File: config.mk
export PLATFORM = sky130hd
export DESIGN_NAME = ip_checksum_and_tcp_tracker_core
export DESIGN_NICKNAME = d
export VERILOG_FILES = /design/src/ipck_pkg.sv /design/src/ipck_ctrl.sv /design/src/ipck_datapath.sv /design/src/ip_checksum_and_tcp_tracker_core.sv
export SDC_FILE = /design/constraint.sdc
export NUM_CORES = 2
export LEC_CHECK = 0
export ABC_AREA = 1
export BUFFER_PORTS_ARGS = -buffer_cell sky130_fd_sc_hd__buf_2
export CELL_PAD_IN_SITES_DETAIL_PLACEMENT = 1
export CELL_PAD_IN_SITES_GLOBAL_PLACEMENT = 2
export CORE_MARGIN = 2
export CORE_UTILIZATION = 35
export DETAILED_ROUTE_END_ITERATION = 12
export PLACE_DENSITY = 0.76
export SYNTH_ARGS = -nofsm -noshare
export SYNTH_HDL_FRONTEND = slang
export SYNTH_SLANG_ARGS = --single-unit
File: constraint.sdc
create_clock -name aclk -period 15.5 [get_ports aclk]
set_input_delay 0 -clock aclk [delete_from_list [all_inputs] [get_ports aclk]]
set_output_delay 0 -clock aclk [all_outputs]
set_load 0.02 [all_outputs]
File: src/ipck_pkg.sv
// shared types and constants for the ip checksum and tcp tracker
`timescale 1ns / 1ps
package ipck_pkg;
    localparam int TABLE_ENTRIES   = 16;
    localparam int MAX_FRAME_WORDS = 1024;
    localparam int SLOT_W = (TABLE_ENTRIES > 1) ? $clog2(TABLE_ENTRIES) : 1;
    localparam int POS_W  = $clog2(MAX_FRAME_WORDS + 1);

    localparam logic [7:0]  PROTO_UDP = 8'h11;
    localparam logic [7:0]  PROTO_TCP = 8'h06;
    localparam logic [15:0] IP_HDR_LEN = 16'h0014;

    localparam logic [2:0] OC_IP    = 3'd0;
    localparam logic [2:0] OC_UDP   = 3'd1;
    localparam logic [2:0] OC_TCP   = 3'd2;
    localparam logic [2:0] OC_UNK   = 3'd3;
    localparam logic [2:0] OC_FULL  = 3'd4;
    localparam logic [2:0] OC_SHORT = 3'd5;

    typedef struct packed {
        logic take;      // accept a frame word
        logic search;    // advance the table scan
        logic finish;    // apply outcome and load result
        logic clear;     // clear per-frame state and scan
    } ipck_cmd_t;

    typedef struct packed {
        logic       is_tcp_ok;   // last word: tcp frame that needs the table
        logic       scan_done;
    } ipck_sts_t;
endpackage

File: src/ipck_ctrl.sv
// controller: accepts words, runs the table scan, hands off the result
`timescale 1ns / 1ps
module ipck_ctrl (
    input  logic                 aclk,
    input  logic                 aresetn,
    input  logic                 s_valid,
    input  logic                 s_is_last,
    output logic                 s_ready,
    input  logic                 out_full,
    input  ipck_pkg::ipck_sts_t  sts,
    output ipck_pkg::ipck_cmd_t  cmd
);
    localparam logic [1:0] ST_RX   = 2'd0;
    localparam logic [1:0] ST_SCAN = 2'd1;
    localparam logic [1:0] ST_DONE = 2'd2;

    logic [1:0] state_reg, state_next;

    always_comb begin
        state_next = state_reg;
        cmd = '0;
        s_ready = 1'b0;
        unique case (state_reg)
            ST_RX: begin
                s_ready = 1'b1;
                if (s_valid) begin
                    cmd.take = 1'b1;
                    if (s_is_last) state_next = ST_SCAN;
                end
            end
            ST_SCAN: begin
                cmd.search = 1'b1;
                if (sts.scan_done || !sts.is_tcp_ok) state_next = ST_DONE;
            end
            ST_DONE: begin
                if (!out_full) begin
                    cmd.finish = 1'b1;
                    cmd.clear  = 1'b1;
                    state_next = ST_RX;
                end
            end
            default: state_next = ST_RX;
        endcase
    end

    always_ff @(posedge aclk) begin
        if (!aresetn) begin
            state_reg <= ST_RX;
        end else begin
            state_reg <= state_next;
        end
    end
endmodule

File: src/ipck_datapath.sv
// datapath: checksum accumulators, connection table and result register
`timescale 1ns / 1ps
module ipck_datapath (
    input  logic                 aclk,
    input  logic                 aresetn,
    input  ipck_pkg::ipck_cmd_t  cmd,
    output ipck_pkg::ipck_sts_t  sts,
    input  logic [15:0]          s_frame_word,
    output logic                 out_full,
    input  logic                 m_ready,
    output logic                 m_valid,
    output logic [15:0]          m_ip_sum,
    output logic [15:0]          m_l4_sum,
    output logic [2:0]           m_outcome,
    output logic [3:0]           m_slot,
    output logic                 m_opened,
    output logic                 m_closed
);
    localparam int N  = ipck_pkg::TABLE_ENTRIES;
    localparam int SW = ipck_pkg::SLOT_W;
    localparam int PW = ipck_pkg::POS_W;

    logic [PW-1:0] pos_reg;
    logic [19:0]   hdr_reg;
    logic [31:0]   pay_reg;
    logic [18:0]   pse_reg;
    logic [7:0]    proto_reg;
    logic [15:0]   len_reg;
    logic [31:0]   daddr_reg;
    logic [15:0]   sport_reg, dport_reg;
    logic [1:0]    flags_reg;

    logic [N-1:0]  cv_reg;
    logic [31:0]   ca_reg [N];
    logic [15:0]   cp_reg [N];

    logic [SW:0]   idx_reg;
    logic          hit_reg, free_reg;
    logic [SW-1:0] hit_idx_reg, free_idx_reg;

    logic [15:0] w;
    assign w = s_frame_word;

    // per-word accumulation
    function automatic logic [31:0] l4_add(input logic [31:0] acc, input logic [15:0] len,
                                          input logic [PW:0] wpos, input logic [15:0] v);
        logic [16:0] b;
        logic [15:0] vv;
        b  = 17'((wpos - 17) * 2);
        vv = v;
        if (b < {1'b0, len}) begin
            if (b + 17'd1 == {1'b0, len}) vv = {v[15:8], 8'h00};
            return acc + {16'h0, vv};
        end
        return acc;
    endfunction

    logic [PW:0] p;
    logic [31:0] pay_n;
    logic [15:0] len_n;
    always_comb begin
        p = {1'b0, pos_reg};
        len_n = len_reg;
        pay_n = pay_reg;
        if (p == 8) len_n = w - ipck_pkg::IP_HDR_LEN;
        if (p >= 17) begin
            if (proto_reg == ipck_pkg::PROTO_TCP) begin
                pay_n = l4_add(pay_reg, len_reg, p, (p == 25) ? 16'h0 : w);
            end else if (proto_reg == ipck_pkg::PROTO_UDP) begin
                if (p == 19) begin
                    len_n = w;
                    pay_n = l4_add(pay_reg, w, (PW+1)'(17), sport_reg);
                    pay_n = l4_add(pay_n, w, (PW+1)'(18), dport_reg);
                    pay_n = l4_add(pay_n, w, (PW+1)'(19), w);
                end else if (p > 19) begin
                    pay_n = l4_add(pay_reg, len_reg, p, (p == 20) ? 16'h0 : w);
                end
            end
        end
    end

    // short-frame and protocol checks
    logic [16:0] need;
    logic        cnt_lt17, udp_ok, tcp_ok;
    assign need     = 17'd17 + 17'(({1'b0, len_reg} + 17'd1) >> 1);
    assign cnt_lt17 = pos_reg < PW'(17);
    assign udp_ok   = !cnt_lt17 && proto_reg == ipck_pkg::PROTO_UDP
                      && pos_reg >= PW'(21) && 17'(pos_reg) >= need;
    assign tcp_ok   = !cnt_lt17 && proto_reg == ipck_pkg::PROTO_TCP
                      && pos_reg >= PW'(27) && 17'(pos_reg) >= need;
    assign sts.is_tcp_ok = tcp_ok;
    assign sts.scan_done = idx_reg == (SW+1)'(N);

    // checksum folding
    function automatic logic [15:0] fold(input logic [31:0] s);
        logic [31:0] t;
        t = {16'h0, s[15:0]} + {16'h0, s[31:16]};
        t = {16'h0, t[15:0]} + {16'h0, t[31:16]};
        return t[15:0];
    endfunction

    logic [31:0] l4_tot;
    logic [15:0] l4_f, ip_f;
    always_comb begin
        l4_tot = {13'h0, pse_reg} + {24'h0, proto_reg} + {16'h0, len_reg} + pay_reg;
        l4_f   = fold(l4_tot) ^ 16'hFFFF;
        if (l4_f == 16'h0) l4_f = 16'hFFFF;
        ip_f   = fold({12'h0, hdr_reg}) ^ 16'hFFFF;
    end

    logic [SW-1:0] cur;
    assign cur = idx_reg[SW-1:0];

    // result decision
    logic [2:0]    oc;
    logic          op, cl, use_hit;
    logic [SW-1:0] use_idx;
    always_comb begin
        oc = ipck_pkg::OC_IP;
        op = 1'b0;
        cl = 1'b0;
        use_hit = 1'b0;
        use_idx = hit_idx_reg;
        if (cnt_lt17) begin
            oc = ipck_pkg::OC_SHORT;
        end else if (proto_reg == ipck_pkg::PROTO_UDP) begin
            oc = udp_ok ? ipck_pkg::OC_UDP : ipck_pkg::OC_SHORT;
        end else if (proto_reg == ipck_pkg::PROTO_TCP) begin
            if (!tcp_ok) begin
                oc = ipck_pkg::OC_SHORT;
            end else if (flags_reg[1]) begin
                if (hit_reg || free_reg) begin
                    use_hit = 1'b1;
                    use_idx = hit_reg ? hit_idx_reg : free_idx_reg;
                    op = 1'b1;
                    oc = ipck_pkg::OC_TCP;
                end else begin
                    oc = ipck_pkg::OC_FULL;
                end
            end else if (hit_reg) begin
                use_hit = 1'b1;
                cl = flags_reg[0];
                oc = ipck_pkg::OC_TCP;
            end else begin
                oc = ipck_pkg::OC_UNK;
            end
        end
    end

    always_ff @(posedge aclk) begin
        if (!aresetn) begin
            pos_reg <= '0; hdr_reg <= '0; pay_reg <= '0; pse_reg <= '0;
            proto_reg <= '0; len_reg <= '0; daddr_reg <= '0;
            sport_reg <= '0; dport_reg <= '0; flags_reg <= '0;
            cv_reg <= '0;
            idx_reg <= '0; hit_reg <= 1'b0; free_reg <= 1'b0;
            hit_idx_reg <= '0; free_idx_reg <= '0;
            m_valid <= 1'b0;
        end else begin
            if (m_valid && m_ready) m_valid <= 1'b0;
            if (cmd.take && pos_reg < PW'(ipck_pkg::MAX_FRAME_WORDS)) begin
                pos_reg <= pos_reg + PW'(1);
                if (p >= 7 && p <= 16 && p != 12) hdr_reg <= hdr_reg + {4'h0, w};
                if (p >= 13 && p <= 16) pse_reg <= pse_reg + {3'h0, w};
                len_reg <= len_n;
                pay_reg <= pay_n;
                if (p == 11) proto_reg <= w[7:0];
                if (p == 15) daddr_reg[31:16] <= w;
                if (p == 16) daddr_reg[15:0] <= w;
                if (p == 17) sport_reg <= w;
                if (p == 18) dport_reg <= w;
                if (p == 23) flags_reg <= w[1:0];
            end
            if (cmd.search && !sts.scan_done) begin
                idx_reg <= idx_reg + (SW+1)'(1);
                if (!hit_reg && cv_reg[cur] && ca_reg[cur] == daddr_reg
                    && cp_reg[cur] == dport_reg) begin
                    hit_reg <= 1'b1;
                    hit_idx_reg <= cur;
                end
                if (!free_reg && !cv_reg[cur]) begin
                    free_reg <= 1'b1;
                    free_idx_reg <= cur;
                end
            end
            if (cmd.finish) begin
                m_valid <= 1'b1;
                if (use_hit) cv_reg[use_idx] <= !cl;
            end
            if (cmd.clear) begin
                pos_reg <= '0; hdr_reg <= '0; pay_reg <= '0; pse_reg <= '0;
                proto_reg <= '0; len_reg <= '0; daddr_reg <= '0;
                sport_reg <= '0; dport_reg <= '0; flags_reg <= '0;
                idx_reg <= '0; hit_reg <= 1'b0; free_reg <= 1'b0;
            end
        end
    end

    // table contents and result payload
    always_ff @(posedge aclk) begin
        if (!aresetn) begin
            for (int i = 0; i < N; i++) begin
                ca_reg[i] <= '0;
                cp_reg[i] <= '0;
            end
        end else if (cmd.finish && op) begin
            ca_reg[use_idx] <= daddr_reg;
            cp_reg[use_idx] <= dport_reg;
        end
    end

    always_ff @(posedge aclk) begin
        if (cmd.finish) begin
            m_ip_sum  <= cnt_lt17 ? 16'h0 : ip_f;
            m_l4_sum  <= (oc == ipck_pkg::OC_UDP || oc == ipck_pkg::OC_TCP) ? l4_f : 16'h0;
            m_outcome <= oc;
            m_slot    <= (oc == ipck_pkg::OC_TCP) ? 4'(use_idx) : 4'h0;
            m_opened  <= op;
            m_closed  <= cl;
        end
    end

    assign out_full = m_valid && !m_ready;
endmodule

File: src/ip_checksum_and_tcp_tracker_core.sv
// top level of the ip checksum and tcp connection tracker
`timescale 1ns / 1ps
// Usage:
//   s_ channel: one 16-bit big-endian frame word per transaction, s_is_last
//   marks the final word. Words past the frame limit are dropped.
//   m_ channel: one result transaction per frame, with the ip header sum,
//   the udp/tcp sum, an outcome code, table slot and open/close flags.
// Flow:
//   frame words are taken at one per cycle while s_ready is high. After the
//   last word the controller passes through its scan state, which for
//   complete tcp frames scans every table entry, then its done state, which
//   loads the output register; no new frame's words are taken meanwhile.
// Reset:
//   aresetn clears per-frame state and the connection table at once.
// Stall:
//   when the receiver holds m_ready low the result stays in the output
//   register and the next frame's words are taken up to and including
//   its last word; s_ready then stays low until the register frees up.
module ip_checksum_and_tcp_tracker_core (
    input  logic        aclk,
    input  logic        aresetn,
    input  logic        s_valid,
    output logic        s_ready,
    input  logic [15:0] s_frame_word,
    input  logic        s_is_last,
    output logic        m_valid,
    input  logic        m_ready,
    output logic [15:0] m_ip_sum,
    output logic [15:0] m_l4_sum,
    output logic [2:0]  m_outcome,
    output logic [3:0]  m_slot,
    output logic        m_opened,
    output logic        m_closed
);
    ipck_pkg::ipck_cmd_t cmd;
    ipck_pkg::ipck_sts_t sts;
    logic out_full;

    ipck_ctrl u_ctrl (
        .aclk(aclk), .aresetn(aresetn), .s_valid(s_valid), .s_is_last(s_is_last),
        .s_ready(s_ready), .out_full(out_full), .sts(sts), .cmd(cmd)
    );

    ipck_datapath u_dp (
        .aclk(aclk), .aresetn(aresetn), .cmd(cmd), .sts(sts),
        .s_frame_word(s_frame_word), .out_full(out_full), .m_ready(m_ready),
        .m_valid(m_valid), .m_ip_sum(m_ip_sum), .m_l4_sum(m_l4_sum),
        .m_outcome(m_outcome), .m_slot(m_slot), .m_opened(m_opened),
        .m_closed(m_closed)
    );
endmodule

==> results.md <==
* Outcome: finished, final reports clean
* Core area at 0.163 mm²
* Crit path time final at 9540 ps
* Unrepaired setup endpoints after global routing: no
* Met3 routed WL at 9540 µm
* Part of the cycle the worst path needs at 61.6%
* Routed via count at 48677
* Primary FF master, synth: edfxtp_1
* Critical-path top delay cell: nor3_2
* Mapped Nets at 6916
* Leak at 23.7 nW
* Area growth, synth to finish at 11.6%
* Commonest non-fill, non-tap cell in the layout: nor2_1
* Critical path endpoint category: flop
* DRC Markers at 0
* Ports at 64
* Max incr delay on CP at 660 ps
* Die X at 408 µm
* Vias in the first global route at 49905
* GP Congestion at 0.893
* Vias/cell at 5.50
* Nets at 6825
* Fillers at 19165
* Number of synthesized register bits at 1019
* Post-synthesis sequential area ratio at 49.8%
* R2R depth at 50
* Crit path top cell by count: nand2_1
* Finish-stage setup viols at 0
* Pwr/cell area at 108 mW/mm²
* Hpwl dp at 140000 µm
* Final Util at 39.2%
* Reg-to-Reg End: u_dp.m_l4_sum[10]
* Multi-input gate area at 0.0252 mm²
* MaxCap Viol Count at 0
* CTS Sinks at 1019
* Most frequent cells in the layout: 1467 x nor2_1, 809 x edfxtp_1, 738 x nand2_1
* # H-tree levels at 3
* Worst skew pair latency at 790 ps
* Rel. slew slack at 20.8%
* Initial antenna violation count at 5
* Min-Delay Startpoint: s_frame_word[3]
* Reg-to-Reg Start: u_dp.pse_reg[0]
* Layout cell share with drive strength beyond 1 at 7.76%
* Port bufs at 63
* Largest net degree at the start of global routing at 110
* Final TNS setup at 0 ps
* Fin cells at 8853
* Largest register FFs at 512
* Critical path required time at 16090 ps
* CP top delay family: simple AND/OR/NAND/NOR gates
* YS warnings at 0
* Placed instance count at 8604
* Crit start category: flop
* Clock transition at path regs at 60 ps
* Site Rows at 148
* Register area at 0.0285 mm²
* Cells after synthesis at 6662
* Root buffer cell: clkbuf_16
* Die area at 0.167 mm²
* Met1 WL at 94500 µm
* Hold endpoint: u_dp.dport_reg[3]
* R2r setup slk at 5960 ps
* Top layer reached by signal wires: met5
* Crit-path max FO at 15
* ANT cells at 0
* Crit Path Class: flop to flop
* WL final at 220000 µm
* GRT Total Usage at 25.9%
* Final Hold Fails at 0
* IR Drop Worst-Case VDD at 0.102 mV
* Post-CTS Setup Inserts at 0
* WP data arrival at 10140 ps
* Initial core utilization at 35.2%
* First-pass GRT wire length at 326000 µm
* Syn Area/Cell at 8.58 µm²
* CTS max path bufs at 3
* Total gr overflow at 0
* Routed met2 length at 108000 µm
* Average wire per standard cell at 24.8 µm
* Die Y at 408 µm
* Num CTS Buffers at 119
* Fin. max-slew vios at 0
* Hold Path Class: input port to flop
* Crit path buf inv count at 3
* TritonRoute pass-1 iters at 5
* Worst-Margin Slew at 1190 ps
* Post-DRT Antenna Nets at 0
* Post-synth cell types at 58
* Synth Cell Area at 0.0572 mm²
* CTS tree: done
* Initial DRC count at 3897
* Asr flop ratio synth at 0%
* Post-synth EDFFs at 809
* Fmax at 105 MHz
* Clk_skew at 65.9 ps
* WHS Path Cells at 4
[metrics by stage]
stage               instance area [µm²]  setup slack [ps]  total power, mW  hold WS (ps)
floorplan                         57200              7520             3.70           162
global placement                  59500              5670             4.03           444
detailed placement                59500              5530             4.05           444
CTS                               63800              5470             6.96           267
global route                      63800              4870             7.15           314
finish                            63800              5960             6.92           315
[worst reg2reg max path: cells and delay by family, from the launching register on]
family | cells | cell delay, ps
AO/OA/AOI/OAI | 11 | 1900
XOR/XNOR | 3 | 480
adder cells (fa/ha/maj) | 7 | 2200
buffers and inverters | 3 | 190
flip-flops | 1 | 350
AND/OR/NAND/NOR | 26 | 4290
[power by group]
part / leakage, nW / internal (mW) / switching [mW]
clock: 1.97 / 1.68 / 1.24
combinational: 12.3 / 0.232 / 0.662
sequential: 9.40 / 3.06 / 0.0482
total: 23.7 / 4.97 / 1.95
[worst max path at each step]
stage	from	to	slack [ps]	cells past startpoint
after global placement	u_dp.pse_reg[0]	u_dp.m_l4_sum[13]	5670	51
after floorplan	u_dp.pse_reg[0]	u_dp.m_l4_sum[0]	7520	51
after detailed placement	u_dp.pse_reg[0]	u_dp.m_l4_sum[7]	5530	50
after global routing	u_dp.pse_reg[2]	u_dp.m_l4_sum[10]	4870	45
after CTS	u_dp.pse_reg[0]	u_dp.m_l4_sum[10]	5470	50
final	u_dp.pse_reg[0]	u_dp.m_l4_sum[10]	5960	50
[Yosys cell counts, types with 19 or more instances]
cell type     n  share of area (%)
xnor2_1      61               0.93
nor3_1       74               0.65
o22ai_1      96                1.1
nor2_2       75               0.82
o21ai_0     730                6.4
xor2_1      172                2.6
buf_2        57               0.50
nand3_1     218                1.9
a31oi_1      19               0.21
a211oi_1     33               0.43
clkbuf_1    295                1.9
fa_1         27               0.95
a21oi_1     394                3.4
o211ai_1     58               0.76
dfxtp_1     210                7.4
nor2_1     1469                9.6
edfxtp_1    809                 42
inv_1       502                3.3
ha_1        206                4.5
o221ai_1    100                1.5
clkinv_1     46               0.30
nand2_1     761                5.0
nand4_1      52               0.57
[layer usage]
| metal | track usage (%) | vias up |
|---|---|---|
| li1 | - | 22566 |
| met1 | 32.9 | 24660 |
| met2 | 45.6 | 1134 |
| met3 | 2.91 | 311 |
| met4 | 8.39 | 6 |
| met5 | 0 | - |
[area by class of cell]
| cell class | instances | area share, % |
|---|---|---|
| clock buffer | 182 | 5.50 |
| inverter | 562 | 3.33 |
| multi-input combinational | 4693 | 39.4 |
| timing repair buffer | 176 | 1.91 |
| tap | 2175 | 4.27 |
| clock inverter | 46 | 0.861 |
| sequential | 1019 | 44.7 |
[logic make-up (layout without fill, tap and decap cells)]
logic type | count (synthesis) | after routing | share of synthesized area, %
buf+inv | 950 | 966 | 6.64
simple gates | 2730 | 2730 | 19.7
fa+ha+maj | 233 | 233 | 5.45
compound gates | 1496 | 1496 | 14.8
flops | 1019 | 1019 | 49.8
xor+xnor | 234 | 234 | 3.60
[timing repair]
item                                   4_1_cts  5_1_grt
resized for setup                            0        0
endpoints found under the hold margin       63        0
hold buffers                                21        0
setup endpoints to repair                    0        0
No activity file was read; power rests on OpenSTA's default activity.
